## src/hw/rtl/mfcc_pkg.sv

```systemverilog
package mfcc_pkg;

  localparam int MAX_TOUCHES_DEF = 16;

  localparam int ID_W      = 16;
  localparam int ACT_W     = 2;
  localparam int VERDICT_W = 3;

  // contact actions
  localparam logic [ACT_W-1:0] ACT_UP     = 2'd0;
  localparam logic [ACT_W-1:0] ACT_DOWN   = 2'd1;
  localparam logic [ACT_W-1:0] ACT_CHANGE = 2'd2;

  // frame verdicts
  localparam logic [VERDICT_W-1:0] V_OK       = 3'd0;
  localparam logic [VERDICT_W-1:0] V_FIRST    = 3'd1;
  localparam logic [VERDICT_W-1:0] V_MANY_UP  = 3'd2;
  localparam logic [VERDICT_W-1:0] V_REAPPEAR = 3'd3;
  localparam logic [VERDICT_W-1:0] V_MISSING  = 3'd4;
  localparam logic [VERDICT_W-1:0] V_OVERFLOW = 3'd5;

  // one stored contact
  typedef struct packed {
    logic [ID_W-1:0]  id;
    logic [ACT_W-1:0] act;
    logic             vld;
  } entry_t;

  // control broadcast to every cell
  typedef struct packed {
    logic [ID_W-1:0] id;
    logic            shift;   // store the new contact, chain moves one place
    logic            commit;  // frame end: current frame becomes previous
    logic            match;   // mark held previous entries with this id
  } bcast_t;

  // per-cell compare results
  typedef struct packed {
    logic up_hit;      // previous up entry with this id
    logic free_hit;    // previous held entry with this id, not yet matched
    logic cur_up_dup;  // current up entry with this id already stored
    logic miss;        // previous held entry still unmatched after this item
  } flags_t;

  typedef struct packed {
    logic [VERDICT_W-1:0] verdict;
    logic [ID_W-1:0]      offending_id;
    logic                 warning;
  } res_t;

  function automatic logic is_held(input logic [ACT_W-1:0] a);
    return (a == ACT_DOWN) || (a == ACT_CHANGE);
  endfunction

endpackage

```

## src/hw/rtl/mfcc_cell.sv

```systemverilog
// One slot: a previous-frame entry with its match bit, and one place of the
// current-frame shift chain.
module mfcc_cell (
  input  logic            clk,
  input  logic            rst_n,
  input  mfcc_pkg::bcast_t bc,
  input  mfcc_pkg::entry_t up_entry,
  output mfcc_pkg::entry_t cur_entry,
  output mfcc_pkg::flags_t flags
);

  mfcc_pkg::entry_t cur_nxt;
  logic [mfcc_pkg::ID_W-1:0]  cur_id_r;
  logic [mfcc_pkg::ACT_W-1:0] cur_act_r;
  logic cur_vld_r;
  logic [mfcc_pkg::ID_W-1:0]  prev_id_r;
  logic [mfcc_pkg::ACT_W-1:0] prev_act_r;
  logic prev_vld_r;
  logic matched_r, matched_nxt;
  logic prev_held, prev_up, hit;

  assign cur_entry.id  = cur_id_r;
  assign cur_entry.act = cur_act_r;
  assign cur_entry.vld = cur_vld_r;

  assign cur_nxt   = bc.shift ? up_entry : cur_entry;
  assign prev_held = prev_vld_r && mfcc_pkg::is_held(prev_act_r);
  assign prev_up   = prev_vld_r && !mfcc_pkg::is_held(prev_act_r);
  assign hit       = (prev_id_r == bc.id);

  assign matched_nxt = matched_r || (bc.match && prev_held && hit);

  assign flags.up_hit     = prev_up && hit;
  assign flags.free_hit   = prev_held && hit && !matched_r;
  assign flags.cur_up_dup = cur_vld_r && !mfcc_pkg::is_held(cur_act_r) && (cur_id_r == bc.id);
  assign flags.miss       = prev_held && !matched_nxt;

  always_ff @(posedge clk) begin
    if (!rst_n) begin
      cur_vld_r  <= 1'b0;
      prev_vld_r <= 1'b0;
      matched_r  <= 1'b0;
    end else if (bc.commit) begin
      cur_vld_r  <= 1'b0;
      prev_vld_r <= cur_nxt.vld;
      matched_r  <= 1'b0;
    end else begin
      cur_vld_r  <= cur_nxt.vld;
      matched_r  <= matched_nxt;
    end
  end

  always_ff @(posedge clk) begin
    cur_id_r  <= cur_nxt.id;
    cur_act_r <= cur_nxt.act;
    if (bc.commit) begin
      prev_id_r  <= cur_nxt.id;
      prev_act_r <= cur_nxt.act;
    end
  end

endmodule

```

## config.mk

```make
export PLATFORM = sky130hd
export DESIGN_NAME = mfcc_cell
export DESIGN_NICKNAME = d
export VERILOG_FILES = /design/src/hw/rtl/mfcc_pkg.sv /design/src/hw/rtl/mfcc_cell.sv
export SDC_FILE = /design/constraint.sdc
export NUM_CORES = 1
export LEC_CHECK = 0
export BUFFER_PORTS_ARGS = -buffer_cell sky130_fd_sc_hd__clkbuf_2
export CAP_MARGIN = 40
export CORE_MARGIN = 4
export CORE_UTILIZATION = 40
export DETAILED_ROUTE_END_ITERATION = 10
export GPL_TIMING_DRIVEN = 0
export PLACE_DENSITY_LB_ADDON = 0.12
export SLEW_MARGIN = 20
export SYNTH_ARGS = -nofsm -noshare
export SYNTH_HDL_FRONTEND = slang
export SYNTH_SLANG_ARGS = --single-unit
```

## constraint.sdc

```tcl
create_clock -name clk -period 1.2 [get_ports clk]
set_input_delay 0.18 -clock clk [delete_from_list [all_inputs] [get_ports clk]]
set_output_delay 0.18 -clock clk [all_outputs]
set_load 0.1 [all_outputs]
```

Word-level counts from Yosys, hierarchy flattened
Index checks and enable logic that the tools add are counted.

Equal/unequal tests: 6. Mux-type cells: 1. Bitwise operators: 1. Reduce and logical (&&, ||, !) cells: 18.

Operators with widths (count): == test 16 bit (2); 2-to-1 mux 19 bit (1); logical AND 1 bit (10); == test 2 x 1 -> 1 bit (second input constant) (2); == test 2 bit (second input constant) (2); logical NOT 1 bit (4); logical OR 1 bit (3); OR reduction 2 bit (1); NOT 1 bit (1).

Register bits after elaboration: 39. Input bits: 40. Output and inout bits: 23. Word-level logic and storage cells: 33.

Longest topological paths before layout
Gate-level depths: netlist (run 1).

Word-level depth: 8. Depth in mapped cells: 4. Depth with buffers taken out: 4.

Worst setup path after synthesis (run 1)
OpenSTA, ideal clock, no wires.

Path type: register -> output. Start point: register cur_id_r[13] (netlist name). End point: output port flags[1] (netlist name). Data arrival time: 4.303 ns. Required time: 1.020 ns. Setup slack: -3.283 ns. Cell stages (with the launch flop): 5. Buffers on the path: 0. Path through: dfxtp_1 -> xor2_1 -> nor4_1 -> nand3_1 -> nor4_1.

RTL lines: from (decl) (RTL line mfcc_cell.sv:13) `logic [mfcc_pkg::ID_W-1:0] cur_id_r;`; from (signal assigned) (RTL line mfcc_cell.sv:54) `cur_id_r <= cur_nxt.id;`; to (decl) (RTL line mfcc_cell.sv:9) `output mfcc_pkg::flags_t flags`.

==> flow_summary.toml, run 1 <==
[synthesis]
synthesis.nets = 160
async_flop_share_pct = 0
syn_inst = 120
synth_ff_type = "dfxtp_1"
synth_top_area_share_pct = 33.2
yosys.area.top_type = "edfxtp_1"
synth_warnings = 0
syn_area_per_cell_um2 = 13.6
synth_edf_count = 18
synthTopCellsByCount = "dfxtp_1, xor2_1, edfxtp_1, mux2_2, xnor2_1"
synth.distinct_cells = 19
synth_area_leaders = "edfxtp_1, dfxtp_1, mux2_2, xor2_1, xnor2_1"
syn_area_mm2 = 0.00163
ys_ff_latch = 39
ys_seq_area_share_pct = 58.9

[placement]
place.detailed.hpwl_um = 2790
gp_congestion = 0.780
place_ws_ns = -0.965
io_buffers = 61

[worst_setup_path]
cp-end-kind = "output port"
worst-path-max-fanout = 4
cp-start-kind = "register"
cp.required_ns = 1.02
cp.arrival_ns = 1.89
reg2reg_from = "prev_id_r[10]"
r2r_end = "matched_r"
r2r_setup_slack_ns = -0.22
worstSetupPathType = "register to output port"
reg2reg_depth = 5

[run_status]
failed_checks = "setup timing"
status = "finished, violations left"

[die]
die_width_um = 71.8
die-area_mm2 = 0.00516
rows = 22
die_h_um = 71.8
core_mm2 = 0.00380
start_util_pct = 42.9
ios = 63

[global_route]
overflow = 0
antenna_found_initial = 0
grt_max_degree = 22
grt_pass1_vias = 1253
grt.total_usage_pct = 15.2
grt_pass1_wl_um = 5760

[cells_and_area]
area_delta_synth_final_pct = 44.3
regArea_mm2 = 0.00100
final_nets = 230
multi_input_area_um2 = 714
drive_above_1_share_pct = 61.3
antenna_cells = 0
nFillCells = 343

[timing]
maxSlewViolCount = 0
finalHoldViolCount = 0
max_freq_ghz = 0.482
slew_headroom_pct = 64.5
layout_setup_ws_ns = -0.874
fin_worst_skew_ns = 0.00887
post-route-min-period_ns = 2.07
finalSetupViolations = 5
min_period_over_period_pct = 173
rsz0062_at_grt = "true"
tightest_slew_ns = 0.533

[clock_tree]
cts_buffer_depth = 2
cts_sinks = 39
hold_buffers = 0
cts_tree = "done"
clock_latency_ns = 0.29
cts_root_buf = "clkbuf_8"
clkTransAtPathRegs_ns = 0.08
htree_levels = 2
cts_buffers = 5

[power]
pwr-share-seq_pct = 46.1
p_switching_mw = 1.20
finalPower_mw = 3.49
ir_worst_vdd_uv = 1040
swShare_pct = 34.5
combPwrFrac_pct = 28.4
p_clk_share_pct = 25.5
intPower_mw = 2.29
power_density_mw_per_mm2 = 1490
p_leak_nw = 0.977

[route]
num_vias = 1142
first_pass_iters = 4
ant_nets = 0
drcViolationCount = 0
wl_per_cell_um = 15.1
drt_iter0_drc = 43
wl_um = 3600
vias_per_cell = 4.78

[job]
cap_viol_max_count = 0

[min_path]
hold_start = "up_entry[8]"
hold_path_depth = 2
worstHoldEndpoint = "cur_id_r[5]"
worstHoldPathType = "input port to register"
cell type report:
cell class	count	share of cell area [%]
buffer	3	0.851
clock buffer	7	3.67
clock inverter	1	0.213
inverter	2	0.319
multi-input combinational	76	30.4
sequential	39	42.7
tap	48	2.55
timing repair buffer	63	19.4
repair_timing:
item                       in CTS  in global routing
pin swaps                       9                  3
setup endpoints to repair      24                  6
setup buffers                   2                  0
gates resized for setup        36                  3
registers in the layout, summed over array words and instances (netlist names):
register    flops
cur_vld_r       1
prev_vld_r      1
matched_r       1
prev_id_r      16
prev_act_r      2
cur_id_r       16
cur_act_r       2
cells in the final DEF (no fill, tap or decap), drive strengths merged, types with 3 or more instances in the layout:
master	n
buf	7
clkbuf	66
dfxtp	21
edfxtp	18
mux2	18
nand2	3
nand4	5
nor4	6
xnor2	13
xor2	21
power by group through the flow:
| stage | logic, mW | clock network (mW) | registers, mW |
|---|---|---|---|
| 5_1_grt | 1.04 | 0.986 | 1.62 |
| 2_1_floorplan | 0.257 | 0 | 2.10 |
| 4_1_cts | 0.993 | 0.918 | 1.61 |
| 3_5_place_dp | 0.926 | 0 | 1.64 |
| 3_3_place_gp | 0.916 | 0 | 1.63 |
| 6_report | 0.991 | 0.891 | 1.61 |
cells by family (layout without fill, tap and decap cells):
| kind of cell | count (synthesis) | after routing | share of synthesized area, % |
|---|---|---|---|
| AO/OA/AOI/OAI | 3 | 3 | 1.38 |
| XOR/XNOR | 34 | 34 | 18.3 |
| buffers and inverters | 5 | 76 | 1.54 |
| flip-flops | 39 | 39 | 58.9 |
| multiplexers | 19 | 19 | 13.0 |
| AND/OR/NAND/NOR | 20 | 20 | 6.83 |
through the flow:
| step | instances | setup TNS, ns | hold slack [ns] | instance area, um^2 | util, % |
|---|---|---|---|---|---|
| 6_report | 239 | -3.47 | 0.129 | 2350 | 61.9 |
| 5_1_grt | 239 | -3.97 | 0.126 | 2350 | 61.9 |
| 4_1_cts | 239 | -3.44 | 0.118 | 2340 | 61.7 |
| 3_5_place_dp | 229 | -5.33 | 0.428 | 2090 | 54.9 |
| 3_3_place_gp | 229 | -5.11 | 0.420 | 2090 | 54.9 |
| 2_1_floorplan | 120 | -3.36 | 0.292 | 1720 | - |
worst max path at each step:
stage                  startpoint       end  slack (ns)  cells past startpoint
finish              prev_id_r[10]  flags[3]       -0.87                      6
detailed placement  prev_id_r[10]  flags[3]       -0.97                      5
global route        prev_id_r[10]  flags[3]       -0.98                      6
global placement     prev_id_r[4]  flags[3]       -0.94                      5
CTS                 prev_id_r[14]  flags[3]       -0.86                      6
floorplan            cur_id_r[13]  flags[1]       -1.07                      4
routing by layer:
| metal | wire, um | vias up | part of all wire [%] | GRT usage [%] |
|---|---|---|---|---|
| li1 | - | 567 | - | - |
| met1 | 1400 | 524 | 39 | 17.5 |
| met2 | 1870 | 44 | 52 | 25.6 |
| met3 | 255 | 7 | 7.1 | 4.21 |
| met4 | 70 | 0 | 1.9 | 8.14 |
| met5 | 0 | - | 0 | 0 |
worst max-delay path, cell delays in order, from the launching register on:
cell and delay [ns]:
edfxtp_1 0.38, xor2_1 0.18, nor4_2 0.33, nand4_1 0.15
buf_6 0.17, nor3_4 0.18, clkbuf_16 0.22
Note: power is estimated with default switching activity, not from simulation.
==> inputs of run 2 (changes only) <==
--- a/config.mk
+++ b/config.mk
@@ -12,6 +12,7 @@
 export DETAILED_ROUTE_END_ITERATION = 10
 export GPL_TIMING_DRIVEN = 0
 export PLACE_DENSITY_LB_ADDON = 0.12
+export RECOVER_POWER = 50
 export SLEW_MARGIN = 20
 export SYNTH_ARGS = -nofsm -noshare
 export SYNTH_HDL_FRONTEND = slang
==> constraint.sdc (replaced) <==
create_clock -name clk -period 2.3 [get_ports clk]
set_input_delay 0.345 -clock clk [delete_from_list [all_inputs] [get_ports clk]]
set_output_delay 0.345 -clock clk [all_outputs]
set_load 0.1 [all_outputs]
==> run 2 against run 1 <==
Effect of this change: the run now ends clean; critical path type unchanged; final cell count decreased by 0.42%; combinational power down 51%; via count rose by 0.61%; total power decreased by 50%; register-to-register slack better by 1.1 ns.
==> flow_summary.toml, run 2 (synthesized netlist as in run 1, its figures left out) <==
[run_status]
status = "complete, no violations"

[clock_tree]
cts_buffers = 5
cts_tree = "done"
cts_sinks = 39
cts_buffer_depth = 2
cts_root_buf = "clkbuf_8"
htree_levels = 2
hold_buffers = 0
clock_latency_ns = 0.28
clkTransAtPathRegs_ns = 0.07

[global_route]
grt_max_degree = 22
grt.total_usage_pct = 14.7
overflow = 0
grt_pass1_wl_um = 5660
antenna_found_initial = 0
grt_pass1_vias = 1225

[timing]
min_period_over_period_pct = 98.7
max_freq_ghz = 0.441
tightest_slew_ns = 1.16
finalSetupViolations = 0
fin_worst_skew_ns = 0.00470
finalHoldViolCount = 0
slew_headroom_pct = 22.8
post-route-min-period_ns = 2.27
rsz0062_at_grt = "true"
maxSlewViolCount = 0
fin_setup_tns_ns = 0

[placement]
io_buffers = 61
placed_cell_area_mm2 = 0.00205
gp_congestion = 0.777
place.detailed.hpwl_um = 2780

[die]
die_width_um = 71.8
die_h_um = 71.8
die-area_mm2 = 0.00516
rows = 22
core_mm2 = 0.00380
start_util_pct = 42.9
ios = 63

[route]
num_vias = 1149
wl_um = 3550
wl_per_cell_um = 14.9
vias_per_cell = 4.83
ant_nets = 0
drt_iter0_drc = 71
drcViolationCount = 0
first_pass_iters = 4

[worst_setup_path]
worstSetupPathType = "register to output port"
cp.arrival_ns = 1.92
cp-start-kind = "register"
cp-end-kind = "output port"
cp.required_ns = 1.96
worst-path-max-fanout = 4
r2r_setup_slack_ns = 0.87

[min_path]
worstHoldPathType = "input port to register"

[cells_and_area]
reg_top3 = "cur_id_r x16, prev_id_r x16"
antenna_cells = 0
multi_input_area_um2 = 694
area_delta_synth_final_pct = 34.5
final_common_cell = "clkbuf_2"
final_nets = 229
regArea_um2 = 988
final_area_mm2 = 0.00219
final_cell_mix = "clkbuf_2, xor2_1, edfxtp_1"
drive_above_1_share_pct = 55.8
nFillCells = 339
post-route-util_pct = 57.7

[power]
power_density_mw_per_mm2 = 800
p_leak_nw = 0.927
finalPower_mw = 1.75
ir_worst_vdd_uv = 401

[job]
cap_viol_max_count = 0
-- run 2: final cells by class --
type / count / area share, %
inverters: 2 / 0.342
plain buffers: 3 / 0.685
clock buffers: 7 / 3.48
multi-input cells: 76 / 31.7
repair buffers: 62 / 15.8
clock inverters: 1 / 0.228
flip-flops and latches: 39 / 45.1
well taps: 48 / 2.74
-- run 2: per-stage QoR --
stage               setup WS, ns  hold slack [ns]  instances
floorplan                 -0.272            0.457        120
global placement          0.0652            0.473        229
detailed placement        0.0459            0.492        229
CTS                     -0.00576            0.291        237
global route             -0.0183            0.283        238
finish                    0.0302            0.296        238
-- run 2: power by group --
group	total (mW)	leakage, nW	switching (mW)	internal [mW]
Combinational	0.483	0.531	0.359	0.124
Clock	0.428	0.0422	0.216	0.212
Sequential	0.844	0.354	0.0420	0.802
-- run 2: layer usage --
| metal | share of wire [%] | track usage [%] | vias up |
|---|---|---|---|
| li1 | - | - | 565 |
| met1 | 42 | 17.7 | 533 |
| met2 | 49 | 24.1 | 42 |
| met3 | 6.2 | 3.65 | 9 |
| met4 | 2.4 | 8.14 | 0 |
| met5 | 0 | 0 | - |
-- run 2: timing repair --
action / in CTS / in global routing
setup buffers: 0 / 1
setup endpoints to repair: 4 / 4
pin swaps: 3 / 2
resized for setup: 8 / 6
endpoints found under the hold margin: 0 / 0
-- run 2: critical path, cell delays in order, from the launching register on --
cell and delay (ns):
edfxtp_1 0.38, xor2_1 0.18, nor4_1 0.34, nand4_1 0.15, buf_4 0.19, nor3_4 0.20, buf_12 0.20
-- run 2: worst paths after layout --
kind,start,end,cells after the start
worst max-delay path,prev_id_r[7],flags[3],6
worst min-delay path,up_entry[5],cur_id_r[2],2
worst min register to register,matched_r,matched_r,2
worst max register to register,prev_id_r[7],matched_r,5
==> inputs of run 3 (changes only) <==
--- a/config.mk
+++ b/config.mk
@@ -7,8 +7,10 @@
 export LEC_CHECK = 0
 export BUFFER_PORTS_ARGS = -buffer_cell sky130_fd_sc_hd__clkbuf_2
 export CAP_MARGIN = 40
+export CELL_PAD_IN_SITES_DETAIL_PLACEMENT = 0
+export CELL_PAD_IN_SITES_GLOBAL_PLACEMENT = 1
 export CORE_MARGIN = 4
-export CORE_UTILIZATION = 40
+export CORE_UTILIZATION = 37
 export DETAILED_ROUTE_END_ITERATION = 10
 export GPL_TIMING_DRIVEN = 0
 export PLACE_DENSITY_LB_ADDON = 0.12
==> run 3 against run 2 <==
Effect of this change: total power rose by 1.6%; core utilization fell by 4.0 points; via count fell by 2.4%; die area up 7.2%; global-route usage shrank 1.5 points; fmax is 1.6% higher; critical endpoint is now flags[1]; combinational power barely moved; largest cell class unchanged; critical path depth is 1 lower.
==> flow_summary.toml, run 3 (synthesized netlist as in run 1, its figures left out) <==
[run_status]
status = "complete, no violations"

[cells_and_area]
reg_top3 = "cur_id_r x16, prev_id_r x16"
area_delta_synth_final_pct = 36.5
final_common_cell = "clkbuf_2"
final_cell_mix = "clkbuf_2, xor2_1, edfxtp_1"
final_nets = 229
antenna_cells = 0
final_area_mm2 = 0.00223
drive_above_1_share_pct = 56.3

[timing]
maxSlewViolCount = 0
finalSetupViolations = 0
fin_worst_skew_ns = 0.00666
post-route-min-period_ns = 2.23
fin_setup_tns_ns = 0
tightest_slew_ns = 1.20
slew_headroom_pct = 19.8
max_freq_ghz = 0.448
min_period_over_period_pct = 97.1
finalHoldViolCount = 0
rsz0062_at_grt = "true"

[power]
combPwrFrac_pct = 27.1
intPower_mw = 1.17
p_leak_nw = 0.936
pwr-share-seq_pct = 47.2
finalPower_mw = 1.78
ir_worst_vdd_uv = 413
p_clk_share_pct = 25.7
power_density_mw_per_mm2 = 801
swShare_pct = 34.5
p_switching_uw = 616

[die]
die-area_mm2 = 0.00553
ios = 63
die_h_um = 74.4
rows = 23
core_mm2 = 0.00414
die_width_um = 74.4
start_util_pct = 39.3

[global_route]
grt.total_usage_pct = 13.3
grtUsageMet2_pct = 21.9
grt_pass1_wl_um = 5380
met3_usage_pct = 4.46
overflow = 0
antenna_found_initial = 0
grt_pass1_vias = 1215
grt_max_degree = 22
top_usage_layer = "met2"
grtUsageMet1_pct = 16.7

[worst_setup_path]
cp.required_ns = 1.96
cp-start-kind = "register"
cp.arrival_ns = 1.89
cp-end-kind = "output port"
worst-path-max-fanout = 3
worstSetupPathType = "register to output port"

[route]
wl_per_cell_um = 14.7
wl_um = 3540
first_pass_iters = 3
drcViolationCount = 0
num_vias = 1121
ant_nets = 0
drt_iter0_drc = 33
vias_per_cell = 4.67

[clock_tree]
cts_root_buf = "clkbuf_8"
cts_sinks = 39
cts_tree = "done"
cts_buffers = 5
htree_levels = 2
clkTransAtPathRegs_ns = 0.07
hold_buffers = 0
clock_latency_ns = 0.28
cts_buffer_depth = 2

[placement]
gp_congestion = 0.717
io_buffers = 61
place.detailed.hpwl_um = 2780
placed_cell_area_mm2 = 0.00205

[job]
cap_viol_max_count = 0

[min_path]
worstHoldPathType = "input port to register"
[run 3: cell types whose count changed in the layout (fill, tap and decap cells not counted)]
cell and delta:
nor3_2 -1, clkbuf_1 -1, nor3_4 +1, buf_4 -2, buf_12 +1, buf_6 +2
[run 3: worst max-delay path, stage by stage (launching register included)]
cell and delay, ns:
dfxtp_4 0.35, xor2_1 0.16, nor4_1 0.35, nand3_1 0.19
nor4_4 0.26, clkbuf_8 0.29
[run 3: layout make-up]
class                           count  area (um^2)
Sequential cell                    39          988
Inverter                            2         7.51
Tap cell                           50         62.6
Fill cell                         375         1920
Multi-Input combinational cell     76          701
Clock inverter                      1         5.00
Clock buffer                        7         86.3
Buffer                              3         15.0
Timing Repair Buffer               62          360
[run 3: metal layers]
metal | wire (um) | share of wire, %
met5 | 0 | 0
met4 | 34 | 0.96
met3 | 263 | 7.4
met2 | 1700 | 48
met1 | 1540 | 44
[run 3: path summary, 6_finish.rpt]
check,start,endpoint,slack [ns],cells past startpoint
max,cur_id_r[5],flags[1],0.07,5
min,up_entry[10],cur_id_r[7],0.30,2
max reg2reg,prev_id_r[10],matched_r,0.91,5
min reg2reg,prev_vld_r,matched_r,0.51,2
[run 3: stage by stage]
stage	setup slack, ns	utilization (%)	instances	hold slack (ns)
6_report	0.0665	53.7	240	0.301
5_1_grt	-0.0208	53.7	240	0.294
4_1_cts	0.0251	52.7	240	0.295
3_5_place_dp	-0.0367	49.5	231	0.505
3_3_place_gp	0.0137	49.5	231	0.473
2_1_floorplan	-0.272	-	120	0.457
[run 3: timing repair]
item / 4_1_cts / 5_1_grt
buffers inserted: 1 / 0
setup endpoints to repair: 4 / 3
pin swaps: 1 / 4
gates resized for setup: 8 / 11
[run 3: power groups by stage]
stage          clock network (mW)  registers, mW  logic, mW
6_report                    0.458          0.841      0.484
5_1_grt                     0.501          0.850      0.508
4_1_cts                     0.469          0.843      0.485
3_5_place_dp                    0          0.859      0.480
3_3_place_gp                    0          0.855      0.476
2_1_floorplan                   0           1.09      0.130
